## src/rtl/nibble_block_rotate_macros.svh

```systemverilog
// ---------------------------------------------------------------------------
// nibble_block_rotate_macros: assertion helpers
// Shorthand for clocked assertions on clk_i with active-low reset rst_ni.
// ---------------------------------------------------------------------------
`ifndef NIBBLE_BLOCK_ROTATE_MACROS_SVH
`define NIBBLE_BLOCK_ROTATE_MACROS_SVH

// Checked only while out of reset.
`define NBR_ASSERT(lbl, prop, msg) \
  lbl: assert property (@(posedge clk_i) disable iff (!rst_ni) prop) else $error(msg);

// Checked at every edge, reset included.
`define NBR_ASSERT_RST(lbl, prop, msg) \
  lbl: assert property (@(posedge clk_i) prop) else $error(msg);

`endif

```

## src/rtl/nbr_pkg.sv

```systemverilog
// ---------------------------------------------------------------------------
// nbr_pkg: shared types and constants
// Widths, bank geometry and control types for the nibble block rotator.
// ---------------------------------------------------------------------------
`timescale 1ns / 1ps

package nbr_pkg;

  localparam int WORD_COUNT = 512;
  localparam int WORD_W     = 32;
  localparam int NIB_W      = 4;
  localparam int LANES      = WORD_W / NIB_W;       // nibbles per word, also banks
  localparam int DIG_W      = 3;                    // one octal index digit
  localparam int IDX_W      = 3 * DIG_W;            // 9-bit word index
  localparam int BANK_DEPTH = WORD_COUNT / LANES;   // 64 words per bank
  localparam int BANK_AW    = 2 * DIG_W;

  // request codes
  localparam logic REQ_WRITE = 1'b0;
  localparam logic REQ_READ  = 1'b1;

  typedef enum logic {
    ST_IDLE,
    ST_RD
  } nbr_state_e;

  typedef struct packed {
    logic wr_en;     // store the request word
    logic rd_en;     // start a gather, latch nibble select
    logic load_out;  // move gathered word into output register
  } nbr_cmd_t;

  typedef struct packed {
    logic req_read;  // pending request is a read
  } nbr_status_t;

endpackage

```

## src/rtl/nbr_ctrl.sv

```systemverilog
// ---------------------------------------------------------------------------
// nbr_ctrl: request controller
// Sequences writes, bank reads and the output register handshake.
// ---------------------------------------------------------------------------
`timescale 1ns / 1ps

`include "nibble_block_rotate_macros.svh"

module nbr_ctrl
  import nbr_pkg::*;
(
  input  logic        clk_i,
  input  logic        rst_ni,
  input  logic        req_valid_i,
  output logic        req_ready_o,
  output logic        rsp_valid_o,
  input  logic        rsp_ready_i,
  input  nbr_status_t status_i,
  output nbr_cmd_t    cmd_o
);

  nbr_state_e state_q, state_d;
  logic       rsp_valid_q, rsp_valid_d;
  logic       out_free;

  // output slot free now or emptied this edge
  assign out_free = !rsp_valid_q || rsp_ready_i;

  always_comb begin
    state_d = state_q;
    unique case (state_q)
      ST_IDLE: begin
        if (req_valid_i && status_i.req_read) begin
          state_d = ST_RD;
        end
      end
      ST_RD: begin
        if (out_free) begin
          state_d = ST_IDLE;
        end
      end
      default: state_d = ST_IDLE;
    endcase
  end

  always_comb begin
    cmd_o       = '0;
    req_ready_o = 1'b0;
    unique case (state_q)
      ST_IDLE: begin
        req_ready_o    = 1'b1;
        cmd_o.wr_en    = req_valid_i && !status_i.req_read;
        cmd_o.rd_en    = req_valid_i && status_i.req_read;
      end
      ST_RD: begin
        cmd_o.load_out = out_free;
      end
      default: begin
        req_ready_o = 1'b0;
      end
    endcase
  end

  always_comb begin
    rsp_valid_d = rsp_valid_q;
    if (cmd_o.load_out) begin
      rsp_valid_d = 1'b1;
    end else if (rsp_ready_i) begin
      rsp_valid_d = 1'b0;
    end
  end

  always_ff @(posedge clk_i or negedge rst_ni) begin
    if (!rst_ni) begin
      state_q     <= ST_IDLE;
      rsp_valid_q <= 1'b0;
    end else begin
      state_q     <= state_d;
      rsp_valid_q <= rsp_valid_d;
    end
  end

  assign rsp_valid_o = rsp_valid_q;

  `NBR_ASSERT(a_rd_to_rd, cmd_o.rd_en |=> state_q == ST_RD, "read accept did not enter RD")
  `NBR_ASSERT(a_rd_done, (state_q == ST_RD) && out_free |=> (state_q == ST_IDLE) && rsp_valid_q, "gathered word not delivered")
  `NBR_ASSERT(a_rsp_src, $rose(rsp_valid_q) |-> $past(state_q) == ST_RD, "response without gather")
  `NBR_ASSERT_RST(a_rst_quiet, !rst_ni |=> !rsp_valid_q, "response valid right after reset")

endmodule

```

## config.mk

```make
export PLATFORM = sky130hd
export DESIGN_NAME = nbr_ctrl
export DESIGN_NICKNAME = d
export VERILOG_FILES = /design/src/rtl/nbr_pkg.sv /design/src/rtl/nbr_ctrl.sv
export VERILOG_INCLUDE_DIRS = /design/src /design/src/rtl
export SDC_FILE = /design/constraint.sdc
export NUM_CORES = 1
export LEC_CHECK = 0
export BUFFER_PORTS_ARGS = -buffer_cell sky130_fd_sc_hd__buf_2
export CAP_MARGIN = 20
export CELL_PAD_IN_SITES_DETAIL_PLACEMENT = 0
export CELL_PAD_IN_SITES_GLOBAL_PLACEMENT = 2
export CORE_AREA = 2 2 39 41
export DETAILED_ROUTE_END_ITERATION = 10
export DIE_AREA = 0 0 41 43
export PLACE_DENSITY_LB_ADDON = 0.1
export SLEW_MARGIN = 5
export SYNTH_ARGS = -nofsm -noshare
export SYNTH_HDL_FRONTEND = slang
export SYNTH_SLANG_ARGS = --single-unit
```

## constraint.sdc

```tcl
create_clock -name clk_i -period 1.8 [get_ports clk_i]
set_clock_uncertainty 0.2 [all_clocks]
set_input_delay 0.09 -clock clk_i [delete_from_list [all_inputs] [get_ports clk_i]]
set_output_delay 0.09 -clock clk_i [all_outputs]
set_load 0.1 [all_outputs]
```

==> run metrics, run 1 <==
starting density of the core=0.08047; number of buffers and inverters on the critical path=3; synth top area cells=dfrtp_1 (45%), nand2b_4 (12%), mux2i_1 (9.0%); RD Place Congestion=0.5769; Synth Net Count=16; number of buffers added on ports=9; Tightest Hold Check Type=flop to flop; initial antenna violation count=0; top cells by count, synth=dfrtp_1 (2), nand2_1 (2); clk slew on worst S/H paths=0.03 ns; final setup violation count=0; Design Area, Final=249.0 um^2; fillers=165; cell count after synthesis=11; Post-Place Cell Area=176.4 um^2; crit end category=output pin; # IOs=10; synth unique cells=9; maximum VDD drop=0.1639 mV; share of layout cells above drive strength 1=0.6296; First-pass DRT Iterations=1; vias per inst=3.116; number of flops mapped to enable cells by yosys=0; overall global routing resource usage=0.05611; final hold slack=0.3397 ns; Core Area=1384 um^2; clock latency on the worst-skew pair=0.22 ns; Yosys warning count=0; global-route wire length before repair=531 um; CP max stage delay=0.53 ns; Final min period=1.660 ns; final max-slew violation count=0; Die W=41 um; Die H=43 um; cell mode on critical path=buf_2; Placement Setup Slack=0.4801 ns; Critical Path Source Type=primary input; WP data required=1.51 ns; post-CTS resize count=0; vias=134; GR Overflow Total=0; # diodes=0; post-DP HPWL=244.6 um; final wirelength=329 um; PnR worst setup slack=0.1402 ns; full die area=1763 um^2; Worst slew margin=0.6756; Lkg Pwr=0.1316 nW; maximum clock path buffer count=2; status=finished, final reports clean; Remaining DRCs=0; largest net degree at the start of global routing=5; crit-path cells=dlygate4sd3_1 -> buf_2 -> nand2b_4 -> and2_2 -> buf_2; area delta synth->final=123.6%; Yosys top cell by area=dfrtp_1; crit-path max FO=3; share of flip-flops with an asynchronous set or reset=1.000; row cnt=14; antenna-violating nets left=0; CP Class=primary input to output pin; Worst-Margin Slew=0.4900 ns; final worst path period share=0.9221; per-cell routed wire length=7.651 um; unrepaired setup endpoints after global routing=false; CTS tree=yes; mapped cell area=111.4 um^2; max-cap violations=0; Avg Cell Area, Syn=10.12 um^2; total setup buffers inserted after CTS=0; Arrival @ worst endpoint=1.37 ns; initial DRC count=0; Pwr Density=1080 nW/um^2; Final Util=0.1799; Primary FF master, synth=dfrtp_1; post-synth top area share=0.4494; clk sinks=2; H-tree levels=1; Final Hold Vio Count=0; Max stage delay cell, worst path=dlygate4sd3_1; number of global-route vias before repair=147; sequential fraction of the synthesis area=0.4494; post-layout net count=34; root buffer cell=clkbuf_4; cts bufs inserted=3; fmax=602.5 MHz; #FFs+latches synth=2; family with the most delay on the worst path=buffers and inverters
[timing repair]
action,4_1_cts,5_1_grt
hold endpoints to repair,4,0
endpoints found under the setup margin,0,0
hold buffers,5,0
[layout by cell type, fill, tap and decap left out]
master | synthesis | routed
nor2_2 | 0 | 1
nor3b_2 | 0 | 1
clkbuf_4 | 0 | 3
nand2_1 | 2 | 2
dlygate4sd3_1 | 0 | 5
and2_2 | 1 | 1
buf_2 | 0 | 9
inv_2 | 1 | 1
dfrtp_1 | 2 | 2
mux2i_1 | 1 | 1
nand2b_4 | 1 | 1
[routing by layer]
layer / vias up / GRT usage / routed length (um)
li1: 66 / - / -
met1: 65 / 0.04153 / 96
met2: 3 / 0.06875 / 213
met3: 0 / 0.01571 / 19
met4: 0 / 0.1200 / 0
met5: - / 0 / 0
[stage by stage]
step / setup TNS [ns] / power [mW] / instances
2_1_floorplan: -0.1368 / 0.1496 / 11
3_3_place_gp: 0 / 0.1651 / 35
3_5_place_dp: 0 / 0.1644 / 35
4_1_cts: 0 / 0.2775 / 43
5_1_grt: 0 / 0.2921 / 43
6_report: 0 / 0.2690 / 43
[cells by family (layout without fill, tap and decap cells)]
kind of cell	after synthesis	in the layout	synth area share
buf+inv	2	18	0.1011
simple gates	6	6	0.3596
mux	1	1	0.08989
flops	2	2	0.4495
[tightest hold or removal path, stage by stage, from the launching register on]
cell and delay [ns]:
dfrtp_1 0.37, nand2b_4 0.07, nand2_1 0.06
[sequential cells by signal (all words and copies together), names as in the netlist]
name	flops
rsp_valid_o	1
state_q	1
[final timing paths]
path / from / to / slack, ns / cells after the start
setup reg to reg: state_q / state_q / 0.83 / 2
hold / removal: rsp_valid_o / rsp_valid_o / 0.34 / 2
hold reg to reg: rsp_valid_o / rsp_valid_o / 0.34 / 2
min in group asynchronous: rst_ni / state_q / 0.52 / 3
setup / recovery: rsp_ready_i / cmd_o[0] / 0.14 / 5
max in group asynchronous: rst_ni / rsp_valid_o / 0.75 / 3
[cell type report]
cell class / count / area, um^2 / area share
inverters: 1 / 3.754 / 0.01508
flip-flops and latches: 2 / 50.05 / 0.2010
well taps: 16 / 20.02 / 0.08040
repair buffers: 14 / 95.09 / 0.3819
multi-input cells: 7 / 57.56 / 0.2312
clock buffers: 3 / 22.52 / 0.09045
[power breakdown]
part	internal, mW	switching, mW	total (mW)
Sequential	0.0506	0.00611	0.0567
Clock	0.0734	0.0243	0.0977
Combinational	0.0252	0.0894	0.115
Total	0.149	0.120	0.269
(Power assumes the default switching activity.)
==> run 2, diff against run 1 <==
--- a/config.mk
+++ b/config.mk
@@ -6,7 +6,7 @@
 export SDC_FILE = /design/constraint.sdc
 export NUM_CORES = 1
 export LEC_CHECK = 0
-export BUFFER_PORTS_ARGS = -buffer_cell sky130_fd_sc_hd__buf_2
+export BUFFER_PORTS_ARGS = -buffer_cell sky130_fd_sc_hd__buf_4
 export CAP_MARGIN = 20
 export CELL_PAD_IN_SITES_DETAIL_PLACEMENT = 0
 export CELL_PAD_IN_SITES_GLOBAL_PLACEMENT = 2
==> run metrics, run 2 (synthesis gave the netlist of run 1 again) <==
number of global-route vias before repair=130 (was 147); crit end category=output pin (unchanged); root buffer cell=clkbuf_4 (unchanged); First-pass DRT Iterations=1 (unchanged); crit-path max FO=3 (unchanged); GR Overflow Total=0 (unchanged); Remaining DRCs=0 (unchanged); starting density of the core=0.08047 (unchanged); Final Util=0.1962 (was 0.1799); Worst slew margin=0.8158 (was 0.6756); capturing point of the worst reg2reg path=state_q (unchanged); Critical Path Source Type=primary input (unchanged); Hold Path Origin=rsp_valid_o (unchanged); initial antenna violation count=0 (unchanged); reg2reg start=state_q (unchanged); final worst path period share=0.8818 (was 0.9221); largest net degree at the start of global routing=5 (unchanged); max-cap violations=0 (unchanged); Worst-Margin Slew=0.2786 ns (was 0.4900 ns); Die W=41 um (unchanged); WHS Endpoint=rsp_valid_o (unchanged); area delta synth->final=143.8% (was 123.6%); unrepaired setup endpoints after global routing=false (unchanged); most frequent cells in the layout=buf_4 (9), dlygate4sd3_1 (5), clkbuf_4 (3), nand2_1 (2), dfrtp_1 (2) (was buf_2 (9), dlygate4sd3_1 (5), clkbuf_4 (3), nand2_1 (2), dfrtp_1 (2)); CP max stage delay=0.53 ns (about the same); RD Place Congestion=0.5801 (was 0.5769); Pwr Density=1021 nW/um^2 (was 1080 nW/um^2); initial DRC count=0 (unchanged); post-layout net count=34 (unchanged); fillers=165 (unchanged); Hold Crit Depth=2 (unchanged); Final min period=1.587 ns (was 1.660 ns); cts bufs inserted=3 (unchanged); fmax=630.0 MHz (was 602.5 MHz); Max stage delay cell, worst path=dlygate4sd3_1 (unchanged); commonest non-fill, non-tap cell in the layout=buf_4 (was buf_2); Core Area=1384 um^2 (unchanged); global-route wire length before repair=455 um (was 531 um); row cnt=14 (unchanged); full die area=1763 um^2 (unchanged); clk slew on worst S/H paths=0.03 ns (about the same); WP data required=1.51 ns (about the same); maximum VDD drop=0.1994 mV (was 0.1639 mV); vias per inst=3.047 (was 3.116); share of layout cells above drive strength 1=0.6296 (unchanged); total setup buffers inserted after CTS=0 (unchanged); antenna-violating nets left=0 (unchanged); per-cell routed wire length=7.512 um (was 7.651 um); reg2reg path depth=2 (unchanged); Die H=43 um (unchanged); crit-path cells=dlygate4sd3_1 -> buf_4 -> nand2b_4 -> and2_2 -> buf_4 (was dlygate4sd3_1 -> buf_2 -> nand2b_4 -> and2_2 -> buf_2); final hold slack=0.3358 ns (was 0.3397 ns); CTS tree=yes (unchanged); number of buffers added on ports=9 (unchanged); cell mode on critical path=buf_4 (was buf_2); # IOs=10 (unchanged); register area=50.05 um^2 (unchanged); maximum clock path buffer count=2 (unchanged); final setup violation count=0 (unchanged); reg2reg setup slack=0.81 ns (was 0.83 ns); clk sinks=2 (unchanged); vias=131 (was 134); # diodes=0 (unchanged); CP Class=primary input to output pin (unchanged); Tightest Hold Check Type=flop to flop (unchanged); post-DP HPWL=219.4 um (was 244.6 um); clock latency on the worst-skew pair=0.22 ns (about the same); footprint of the multi-input gates=57.56 um^2 (unchanged); PnR worst setup slack=0.2128 ns (was 0.1402 ns); overall global routing resource usage=0.04609 (was 0.05611); final wirelength=323 um (was 329 um); Arrival @ worst endpoint=1.30 ns (was 1.37 ns); Final Hold Vio Count=0 (unchanged); final max-slew violation count=0 (unchanged); Lkg Pwr=0.1379 nW (was 0.1316 nW); H-tree levels=1 (unchanged); Placement Setup Slack=0.5821 ns (was 0.4801 ns); status=finished, final reports clean (unchanged)
==> run 2: cell counts in the layout (fill, tap and decap cells not counted) <==
Identical to the previous run, type by type.
==> run 2: layer usage <==
metal / vias up / track usage / routed length, um
met5: - / 0 / 0
met4: 0 / 0.1000 / 0
met3: 0 / 0.01571 / 21
met2: 3 / 0.05313 / 194
met1: 62 / 0.03514 / 107
li1: 66 / - / -
==> run 2: area by class of cell <==
cell class	count	area share
clock buffers	3	0.08295
inverters	1	0.01382
multi-input cells	7	0.2120
flip-flops and latches	2	0.1843
well taps	16	0.07373
repair buffers	14	0.4332
==> run 2: timing repair <==
item,4_1_cts,5_1_grt
gates resized for setup,0,0
hold buffers,5,0
endpoints found under the hold margin,4,0
==> run 2: how the worst max path moves through the flow <==
stage	start	endpoint
global placement	state_q	cmd_o[2]
detailed placement	state_q	cmd_o[2]
finish	rsp_ready_i	cmd_o[0]
CTS	rsp_ready_i	cmd_o[0]
floorplan	state_q	cmd_o[2]
global route	rsp_ready_i	cmd_o[0]
==> run 2: report_power, final <==
part	switching [mW]	leakage [nW]	internal, mW
Combinational	0.0896	0.0989	0.0336
Clock	0.0234	0.0138	0.0734
Sequential	0.00668	0.0252	0.0505
Total	0.120	0.138	0.158
==> run 2: stage by stage <==
| step | cells | power (mW) | setup TNS, ns | cell area, um^2 |
|---|---|---|---|---|
| finish | 43 | 0.2773 | 0 | 271.5 |
| global placement | 35 | 0.1739 | 0 | 198.9 |
| floorplan | 11 | 0.1496 | -0.1368 | 118.9 |
| CTS | 43 | 0.2870 | 0 | 271.5 |
| detailed placement | 35 | 0.1731 | 0 | 198.9 |
| global route | 43 | 0.2945 | 0 | 271.5 |
==> run 2: worst max-delay path, delay by kind of cell <==
family / cells / cell delay (ns)
and+or+nand+nor: 2 / 0.32
buffers and inverters: 3 / 0.89
